==> src/hw/rtl/aging_destination_table_unit_macros.svh <==
// assertion macros shared by the aging destination table rtl
`ifndef AGING_DESTINATION_TABLE_UNIT_MACROS_SVH
`define AGING_DESTINATION_TABLE_UNIT_MACROS_SVH

// same-cycle implication, checked on every rising clk outside reset
`define ADT_ASSERT_NOW(label, ante, cons, msg) \
  label: assert property (@(posedge clk) disable iff (!rst_n) (ante) |-> (cons)) \
    else $error(msg);

// next-cycle implication, checked on every rising clk outside reset
`define ADT_ASSERT_NEXT(label, ante, cons, msg) \
  label: assert property (@(posedge clk) disable iff (!rst_n) (ante) |=> (cons)) \
    else $error(msg);

`endif

==> src/hw/rtl/adt_pkg.sv <==
// shared types and constants of the aging destination table
package adt_pkg;

  localparam int unsigned TABLE_ENTRIES_DEF = 16;
  localparam int unsigned QUEUE_DEPTH       = 2;
  localparam logic [31:0] FRESH_WINDOW_RESET = 32'd1500;

  typedef enum logic {
    OP_RECORD = 1'b0,
    OP_LOOKUP = 1'b1
  } op_t;

  typedef enum logic [1:0] {
    ST_INSERT  = 2'd0,
    ST_UPDATE  = 2'd1,
    ST_REPLACE = 2'd2,
    ST_DROP    = 2'd3
  } status_t;

  typedef enum logic {
    BK_IDLE = 1'b0,
    BK_SCAN = 1'b1
  } bk_state_t;

  typedef struct packed {
    logic        func;
    logic [31:0] now_time;
    logic [31:0] dest_addr;
    logic [7:0]  hop_distance;
    logic [7:0]  prev_hop_distance;
  } in_item_t;

  typedef struct packed {
    logic [1:0] record_status;
    logic       found;
    logic [7:0] found_distance;
    logic       closer;
  } out_item_t;

  typedef struct packed {
    logic [31:0] addr;
    logic [7:0]  distance;
    logic [31:0] stamp;
  } entry_t;

  typedef struct packed {
    op_t      op;
    in_item_t item;
  } q_ent_t;

  typedef struct packed {
    logic   valid;
    q_ent_t ent;
  } head_t;

  typedef struct packed {
    logic      valid;
    out_item_t item;
  } res_t;

endpackage

==> src/hw/rtl/adt_ram.sv <==
// generic single write, single registered read ram
module adt_ram #(
  parameter int unsigned WIDTH = 8,
  parameter int unsigned DEPTH = 16
) (
  input  logic                                    clk,
  input  logic                                    we,
  input  logic [(DEPTH > 1 ? $clog2(DEPTH) : 1)-1:0] waddr,
  input  logic [WIDTH-1:0]                        wdata,
  input  logic [(DEPTH > 1 ? $clog2(DEPTH) : 1)-1:0] raddr,
  output logic [WIDTH-1:0]                        rdata
);

  logic [WIDTH-1:0] mem_r [DEPTH];
  logic [WIDTH-1:0] rdata_r;

  always_ff @(posedge clk) begin
    if (we) begin
      mem_r[waddr] <= wdata;
    end
    rdata_r <= mem_r[raddr];
  end

  assign rdata = rdata_r;

endmodule

==> src/hw/rtl/adt_front.sv <==
// input side: accepts items, decodes the operation and queues them
module adt_front (
  input  logic              clk,
  input  logic              rst_n,
  input  logic              push,
  input  adt_pkg::in_item_t item,
  output logic              full,
  output adt_pkg::head_t    head,
  input  logic              take
);

  localparam int unsigned QD = adt_pkg::QUEUE_DEPTH;
  localparam int unsigned QW = (QD > 1) ? $clog2(QD) : 1;
  localparam int unsigned CW = $clog2(QD + 1);

  adt_pkg::q_ent_t q_mem_r [QD];
  logic [QW-1:0]   wr_ptr_r, wr_ptr_nxt;
  logic [QW-1:0]   rd_ptr_r, rd_ptr_nxt;
  logic [CW-1:0]   cnt_r, cnt_nxt;
  logic            do_push, do_pop;
  adt_pkg::q_ent_t new_ent;

  assign full    = (cnt_r == CW'(QD));
  assign do_push = push && !full;
  assign do_pop  = take && (cnt_r != '0);

  // classify the item by its function code
  always_comb begin
    new_ent.item = item;
    new_ent.op   = item.func ? adt_pkg::OP_LOOKUP : adt_pkg::OP_RECORD;
  end

  always_comb begin
    wr_ptr_nxt = wr_ptr_r;
    rd_ptr_nxt = rd_ptr_r;
    cnt_nxt    = cnt_r;
    if (do_push) begin
      wr_ptr_nxt = (wr_ptr_r == QW'(QD - 1)) ? '0 : wr_ptr_r + 1'b1;
    end
    if (do_pop) begin
      rd_ptr_nxt = (rd_ptr_r == QW'(QD - 1)) ? '0 : rd_ptr_r + 1'b1;
    end
    if (do_push && !do_pop) begin
      cnt_nxt = cnt_r + 1'b1;
    end else if (!do_push && do_pop) begin
      cnt_nxt = cnt_r - 1'b1;
    end
  end

  always_ff @(posedge clk) begin
    if (!rst_n) begin
      wr_ptr_r <= '0;
      rd_ptr_r <= '0;
      cnt_r    <= '0;
    end else begin
      wr_ptr_r <= wr_ptr_nxt;
      rd_ptr_r <= rd_ptr_nxt;
      cnt_r    <= cnt_nxt;
    end
  end

  always_ff @(posedge clk) begin
    if (do_push) begin
      q_mem_r[wr_ptr_r] <= new_ent;
    end
  end

  assign head.valid = (cnt_r != '0);
  assign head.ent   = q_mem_r[rd_ptr_r];

endmodule

==> src/hw/rtl/adt_back.sv <==
// table side: scans the entry ram one slot per cycle and applies the item
`include "aging_destination_table_unit_macros.svh"

module adt_back #(
  parameter int unsigned TABLE_ENTRIES = adt_pkg::TABLE_ENTRIES_DEF
) (
  input  logic           clk,
  input  logic           rst_n,
  input  adt_pkg::head_t head,
  output logic           take,
  input  logic [31:0]    fresh_window,
  input  logic           out_free,
  output adt_pkg::res_t  res
);

  localparam int unsigned IW = (TABLE_ENTRIES > 1) ? $clog2(TABLE_ENTRIES) : 1;
  localparam int unsigned CW = $clog2(TABLE_ENTRIES + 1);
  localparam int unsigned EW = $bits(adt_pkg::entry_t);

  adt_pkg::bk_state_t state_r, state_nxt;
  logic [IW-1:0]      c_r, c_nxt;
  logic [CW-1:0]      fill_r, fill_nxt;
  logic               have_r, have_nxt;
  logic [IW-1:0]      spot_r, spot_nxt;
  adt_pkg::in_item_t  item_r, item_nxt;
  adt_pkg::op_t       op_r, op_nxt;

  logic               start, done;
  logic               wr_en;
  logic [IW-1:0]      wr_idx, rd_addr;
  logic [EW-1:0]      rd_raw;
  adt_pkg::entry_t    rd_ent, wr_ent;
  logic               slot_empty, slot_match, slot_fresh, last;
  logic [31:0]        age;

  assign rd_ent     = adt_pkg::entry_t'(rd_raw);
  assign slot_empty = (CW'(c_r) >= fill_r);
  assign slot_match = (rd_ent.addr == item_r.dest_addr);
  assign age        = item_r.now_time - rd_ent.stamp;
  assign slot_fresh = (age <= fresh_window);
  assign last       = (c_r == IW'(TABLE_ENTRIES - 1));
  assign start      = head.valid && out_free;

  always_comb begin
    wr_ent.addr     = item_r.dest_addr;
    wr_ent.distance = item_r.hop_distance;
    wr_ent.stamp    = item_r.now_time;
  end

  // next state
  always_comb begin
    state_nxt = state_r;
    case (state_r)
      adt_pkg::BK_IDLE: begin
        if (start) begin
          state_nxt = adt_pkg::BK_SCAN;
        end
      end
      adt_pkg::BK_SCAN: begin
        if (done) begin
          state_nxt = adt_pkg::BK_IDLE;
        end
      end
      default: state_nxt = adt_pkg::BK_IDLE;
    endcase
  end

  // scan decisions
  always_comb begin
    take      = 1'b0;
    done      = 1'b0;
    wr_en     = 1'b0;
    wr_idx    = c_r;
    rd_addr   = '0;
    c_nxt     = c_r;
    fill_nxt  = fill_r;
    have_nxt  = have_r;
    spot_nxt  = spot_r;
    item_nxt  = item_r;
    op_nxt    = op_r;
    res.item  = '0;
    case (state_r)
      adt_pkg::BK_IDLE: begin
        if (start) begin
          take     = 1'b1;
          item_nxt = head.ent.item;
          op_nxt   = head.ent.op;
          c_nxt    = '0;
          have_nxt = 1'b0;
        end
      end
      adt_pkg::BK_SCAN: begin
        rd_addr = c_r + 1'b1;
        c_nxt   = c_r + 1'b1;
        if (op_r == adt_pkg::OP_RECORD) begin
          if (slot_empty) begin
            done     = 1'b1;
            wr_en    = 1'b1;
            fill_nxt = fill_r + 1'b1;
            res.item.record_status = adt_pkg::ST_INSERT;
          end else if (slot_match) begin
            done  = 1'b1;
            wr_en = 1'b1;
            res.item.record_status = adt_pkg::ST_UPDATE;
          end else begin
            if (!have_r && !slot_fresh) begin
              have_nxt = 1'b1;
              spot_nxt = c_r;
            end
            if (last) begin
              done = 1'b1;
              if (have_r || !slot_fresh) begin
                wr_en  = 1'b1;
                wr_idx = have_r ? spot_r : c_r;
                res.item.record_status = adt_pkg::ST_REPLACE;
              end else begin
                res.item.record_status = adt_pkg::ST_DROP;
              end
            end
          end
        end else begin
          if (slot_empty) begin
            done = 1'b1;
          end else if (slot_match && slot_fresh) begin
            done                    = 1'b1;
            res.item.found          = 1'b1;
            res.item.found_distance = rd_ent.distance;
            res.item.closer         = (rd_ent.distance < item_r.prev_hop_distance);
          end else if (last) begin
            done = 1'b1;
          end
        end
      end
      default: ;
    endcase
    res.valid = done;
  end

  always_ff @(posedge clk) begin
    if (!rst_n) begin
      state_r <= adt_pkg::BK_IDLE;
      c_r     <= '0;
      fill_r  <= '0;
      have_r  <= 1'b0;
    end else begin
      state_r <= state_nxt;
      c_r     <= c_nxt;
      fill_r  <= fill_nxt;
      have_r  <= have_nxt;
    end
  end

  always_ff @(posedge clk) begin
    spot_r <= spot_nxt;
    item_r <= item_nxt;
    op_r   <= op_nxt;
  end

  adt_ram #(
    .WIDTH (EW),
    .DEPTH (TABLE_ENTRIES)
  ) u_table (
    .clk   (clk),
    .we    (wr_en),
    .waddr (wr_idx),
    .wdata (EW'(wr_ent)),
    .raddr (rd_addr),
    .rdata (rd_raw)
  );

  `ADT_ASSERT_NOW(a_fill_bound, 1'b1, fill_r <= CW'(TABLE_ENTRIES), "fill count past table size")
  `ADT_ASSERT_NOW(a_wr_in_scan, wr_en, state_r == adt_pkg::BK_SCAN, "table write outside scan")
  `ADT_ASSERT_NOW(a_res_room, res.valid, out_free, "result with output buffer busy")
  `ADT_ASSERT_NEXT(a_take_scan, take, state_r == adt_pkg::BK_SCAN && c_r == '0,
                   "taken item did not start scan at slot zero")

endmodule

==> src/hw/rtl/aging_destination_table_unit.sv <==
// top level of the aging destination table
// usage:
//   input queue side: drive in_item and raise in_push; the item is taken on a rising clk
//   where in_push is high and in_full is low. func 0 records dest_addr with hop_distance
//   stamped with now_time, func 1 looks up dest_addr.
//   result queue side: while out_empty is low, out_item holds the oldest result; it is
//   taken on a rising clk where out_pop is high. one result per item, in order.
//   cfg side: cfg_data is written to the fresh window when cfg_valid is high; cfg_ready
//   is always high. write it only while no item is in flight.
// timing: when the back end is idle and the output buffer is free, it takes the item at
//   the input queue head, then scans one table slot per cycle, stopping at the first
//   empty or deciding slot; the result is registered into the output buffer and shows
//   on out_item. the back end takes no new item until the scan of the last one is done.
// reset: synchronous active-low rst_n empties the table (fill count zero), both queues,
//   and sets the fresh window to 1500 ticks.
// stall: a held result blocks the next scan only; the two-entry input queue keeps
//   taking items until it fills.
module aging_destination_table_unit #(
  parameter int unsigned TABLE_ENTRIES = adt_pkg::TABLE_ENTRIES_DEF
) (
  input  logic               clk,
  input  logic               rst_n,
  // input channel
  input  logic               in_push,
  input  adt_pkg::in_item_t  in_item,
  output logic               in_full,
  // result channel
  output logic               out_empty,
  input  logic               out_pop,
  output adt_pkg::out_item_t out_item,
  // config channel
  input  logic               cfg_valid,
  output logic               cfg_ready,
  input  logic [31:0]        cfg_data
);

  adt_pkg::head_t     head;
  adt_pkg::res_t      res;
  logic               take;
  logic               out_free;

  // fresh window register
  logic [31:0]        window_r, window_nxt;
  // single-entry output buffer
  logic               out_valid_r, out_valid_nxt;
  adt_pkg::out_item_t out_item_r, out_item_nxt;

  assign cfg_ready  = 1'b1;
  assign window_nxt = (cfg_valid && cfg_ready) ? cfg_data : window_r;

  // the back end only starts a scan when the buffer will be free; it stays free
  // until that scan completes since nothing else fills it
  assign out_free = !out_valid_r || out_pop;

  always_comb begin
    out_valid_nxt = out_valid_r;
    out_item_nxt  = out_item_r;
    if (out_pop && out_valid_r) begin
      out_valid_nxt = 1'b0;
    end
    if (res.valid) begin
      out_valid_nxt = 1'b1;
      out_item_nxt  = res.item;
    end
  end

  always_ff @(posedge clk) begin
    if (!rst_n) begin
      window_r    <= adt_pkg::FRESH_WINDOW_RESET;
      out_valid_r <= 1'b0;
    end else begin
      window_r    <= window_nxt;
      out_valid_r <= out_valid_nxt;
    end
  end

  always_ff @(posedge clk) begin
    out_item_r <= out_item_nxt;
  end

  assign out_empty = !out_valid_r;
  assign out_item  = out_item_r;

  // front end: accept and classify
  adt_front u_front (
    .clk   (clk),
    .rst_n (rst_n),
    .push  (in_push),
    .item  (in_item),
    .full  (in_full),
    .head  (head),
    .take  (take)
  );

  // back end: table scan and update
  adt_back #(
    .TABLE_ENTRIES (TABLE_ENTRIES)
  ) u_back (
    .clk          (clk),
    .rst_n        (rst_n),
    .head         (head),
    .take         (take),
    .fresh_window (window_r),
    .out_free     (out_free),
    .res          (res)
  );

endmodule
==> config.mk <==
export PLATFORM = sky130hd
export DESIGN_NAME = aging_destination_table_unit
export DESIGN_NICKNAME = d
export VERILOG_FILES = /design/src/hw/rtl/adt_pkg.sv /design/src/hw/rtl/adt_ram.sv /design/src/hw/rtl/adt_front.sv /design/src/hw/rtl/adt_back.sv /design/src/hw/rtl/aging_destination_table_unit.sv
export VERILOG_INCLUDE_DIRS = /design/src /design/src/hw/rtl
export SDC_FILE = /design/constraint.sdc
export NUM_CORES = 2
export LEC_CHECK = 0
export ABC_CLOCK_PERIOD_IN_PS = 19900
export BUFFER_PORTS_ARGS = -buffer_cell sky130_fd_sc_hd__clkbuf_2
export CAP_MARGIN = 25
export CORE_MARGIN = 2
export CORE_UTILIZATION = 45
export CTS_CLUSTER_DIAMETER = 80
export CTS_CLUSTER_SIZE = 28
export DETAILED_ROUTE_END_ITERATION = 8
export SETUP_SLACK_MARGIN = 0.3
export SLEW_MARGIN = 20
export SYNTH_ARGS = -nofsm -noshare
export SYNTH_HDL_FRONTEND = slang
export SYNTH_SLANG_ARGS = --single-unit
export TNS_END_PERCENT = 1
==> constraint.sdc <==
create_clock -name clk -period 19.9 [get_ports clk]
set_input_delay 0.995 -clock clk [delete_from_list [all_inputs] [get_ports clk]]
set_output_delay 0.995 -clock clk [all_outputs]
set_load 0.01 [all_outputs]
==> results.cfg <==
[status]
status = finished clean

[setup_path]
crit_path_end_kind = flip-flop
required_ns = 20.25
worst_setup_path_start_kind = flip-flop
crit_arrival_ns = 7.94
critical_path.max_fanout = 39
criticalPathCategory = reg -> reg

[drt]
antenna_left = 0
first_iter_violations = 3064
drc = 0
via_per_inst = 5.71
drt_first_pass_iters = 5
vias = 34200
wire_per_inst_um = 23.7
totalWireLength_um = 142000

[final_layout]
final-seq-area_um2 = 44800
syn_to_final_growth_pct = 8.85
multi_input_area_um2 = 14600
final_nets = 4357
antenna_cells = 0
finalInstanceArea_um2 = 65900
num-fill-cells = 11400
drive_gt1_share_pct = 10.6

[grt]
track_usage_pct = 20.5
grt_max_degree = 230
first_global_vias = 33500
grt_pass1_wl_um = 213000
antenna_found_initial = 2
overflow = 0

[yosys]
synth_seq_cells = 1531
avgSynthCellArea_um2 = 14.6
synth_mux_area_share_pct = 2.00
synth.cell_area_um2 = 60600
synth-xor-area-share_pct = 0.940
synth_top_family_by_area = compound AO/OA/AOI/OAI gates
synth.distinct_cells = 66
synthSimpleGateAreaFrac_pct = 8.47
synth-edff-count = 1411
synthesis.nets = 4339
syn_inst = 4143
ys.flop_type = edfxtp_1
synthAdderAreaFrac_pct = 1.62
synthArstFlopShare_pct = 0
yosysWarnings = 0
yosysSeqAreaShare_pct = 73.9
synth_compound_area_share_pct = 10.9

[sta]
slew-limit-headroom_pct = 26.7
finalClockSkew_ns = 0.0534
worst_pin_slew_ns = 1.10
drv_slew = 0
fmax_mhz = 132
finalCritPeriodShare_pct = 38.1
whs_ns = 0.464
finalSetupViolations = 0
tns_ns = 0
finalHoldViolations = 0
rsz0062_at_grt = no
min_period_ns = 7.59

[cts]
htree_levels = 3
path_clk_slew_ns = 0.11
cts_resized = 0
clockRootBuffer = clkbuf_16
clock_sinks = 1531
cts_buffer_depth = 3
cts_hold_buf = 0
postCtsSetupRepairBufs = 0
cts-buffers-inserted = 76
clk_latency_ns = 0.72
cts_tree = yes

[place]
dpl_cell_area_um2 = 63200
io_buffers = 131
detailed_place_hpwl_um = 74300
place.gp.congestion = 0.777

[power_and_ir_drop]
leakagePower_uw = 0.0215
seqPwrFrac_pct = 51.5
swShare_pct = 34.0
ir_drop_v = 0.0000786
p_sw_uw = 3040
clkPwrFrac_pct = 21.4
powerDensity_nw_per_um2 = 136
intPower_uw = 5910
combPwrFrac_pct = 27.1

[floorplanning]
fp.dieH_um = 371
die-area_um2 = 138000
core_area_um2 = 133000
start_util_pct = 45.4
ios = 133
fp-row-count = 134
die_w_um = 371

[min_path]
hold_path.class = in -> reg

[flow_run]
drv_cap = 0
## layout by cell type, fill, tap and decap left out, drive strengths merged, types with 19 or more instances in the layout
master	instances
xnor2	55
buf	73
nor2	31
mux2i	29
clkbuf	229
dfxtp	120
a211oi	363
nand4	19
a311oi	144
ha	77
a21oi	176
nor2b	40
mux2	82
a21o	30
nand2	612
a31oi	149
and2	303
inv	105
edfxtp	1411
## state kept, by name (all words and copies together), names as in the netlist, 2 cells and up
signal	flops
u_back.spot_r	4
u_front.q_mem_r	162
u_back.c_r	4
u_back.fill_r	5
window_r	32
u_front.cnt_r	2
u_back.u_table.rdata	72
out_item	12
u_back.item_r	80
u_back.u_table.mem_r	1152
## per-layer routing
layer	vias up	track usage, %	routed length [um]
li1	15800	-	-
met1	17300	30.1	66300
met2	907	32.6	65600
met3	153	2.69	7550
met4	2	4.42	2750
met5	-	0	11
## worst max-delay path, stage by stage (launching register included)
cell and delay (ns):
edfxtp_1 0.64, inv_1 0.13, ha_1 0.19, fa_1 0.21, nor2b_1 0.07, o31a_1 0.28, a21o_1 0.23, o41ai_2 0.58
o211ai_1 0.33, a31o_2 0.32, a221o_1 0.30, xor2_1 0.15, ha_1 0.31, nand4_1 0.15, or4_1 0.58, inv_1 0.11
a31oi_4 0.20, a211o_2 0.55, nor3_2 0.50, buf_4 0.61, buf_4 0.71
## worst paths after layout
path	end	cells after the start	slack (ns)	start
worst max-delay path	u_back.u_table.mem_r[0][59]$_DFFE_PP_	20	12.31	u_back.item_r[48]$_DFFE_PP_
worst min-delay path	u_front.q_mem_r[0][36]$_DFFE_PP_	1	0.46	in_item[36]
worst max register to register	u_back.u_table.mem_r[0][59]$_DFFE_PP_	20	12.31	u_back.item_r[48]$_DFFE_PP_
worst min register to register	window_r[7]$_SDFFE_PN1P_	2	0.52	window_r[7]$_SDFFE_PN1P_
## cell usage after synthesis, drive strengths merged (3+ instances only)
master  count  area share [%]
a21boi      5           0.062
a221o       3           0.050
nor4        8           0.083
nor3b       3           0.045
o21a        9            0.11
o21ai      18            0.15
xnor2      55            0.80
xor2       10            0.14
a21o       30            0.37
nand2     612             3.8
o31a        3           0.043
a31oi     149             1.6
nor2       31            0.19
mux2       82             1.5
nand3       8           0.066
and3        5           0.052
a211oi    363             4.5
or3         6           0.070
and2      303             3.1
ha         77             1.6
buf        15            0.10
a21oi     176             1.5
nand4      19            0.20
dfxtp     120             4.0
nor3       18            0.15
clkbuf    249             1.5
nand2b      9           0.093
edfxtp   1411              70
a311oi    144             2.1
mux2i      29            0.48
o211ai     10            0.12
o31ai       5           0.062
inv        87            0.54
nor2b      40            0.41
## power groups by stage
stage	Combinational (uW)	Clock [uW]	Sequential, uW
floorplan	1680	0	4500
global placement	2400	0	4660
detailed placement	2420	0	4680
CTS	2440	1960	4610
global route	2700	2070	4660
finish	2430	1910	4610
## per-stage QoR
step	util [%]	cells	setup slack (ns)	power, uW
finish	49.4	5989	12.31	8950
global route	49.4	5989	11.93	9430
CTS	49.3	5985	12.29	9010
detailed placement	47.4	5847	12.32	7110
global placement	47.3	5844	12.09	7060
floorplan	-	4143	7.38	6180
## cells by family after synthesis
family,after synthesis
flops,1531
xor+xnor,65
buf+inv,351
fa+ha+maj,78
mux,111
other cells,1
compound gates,933
simple gates,1073
## final cells by class
type                    count  share of cell area [%]
flip-flops and latches   1531                    67.9
multi-input cells        2261                    22.2
well taps                1768                    3.36
clock buffers              98                    3.07
repair buffers            204                    2.07
clock inverters            40                   0.911
inverters                  87                   0.510
Power figures use the tool's default switching activity.
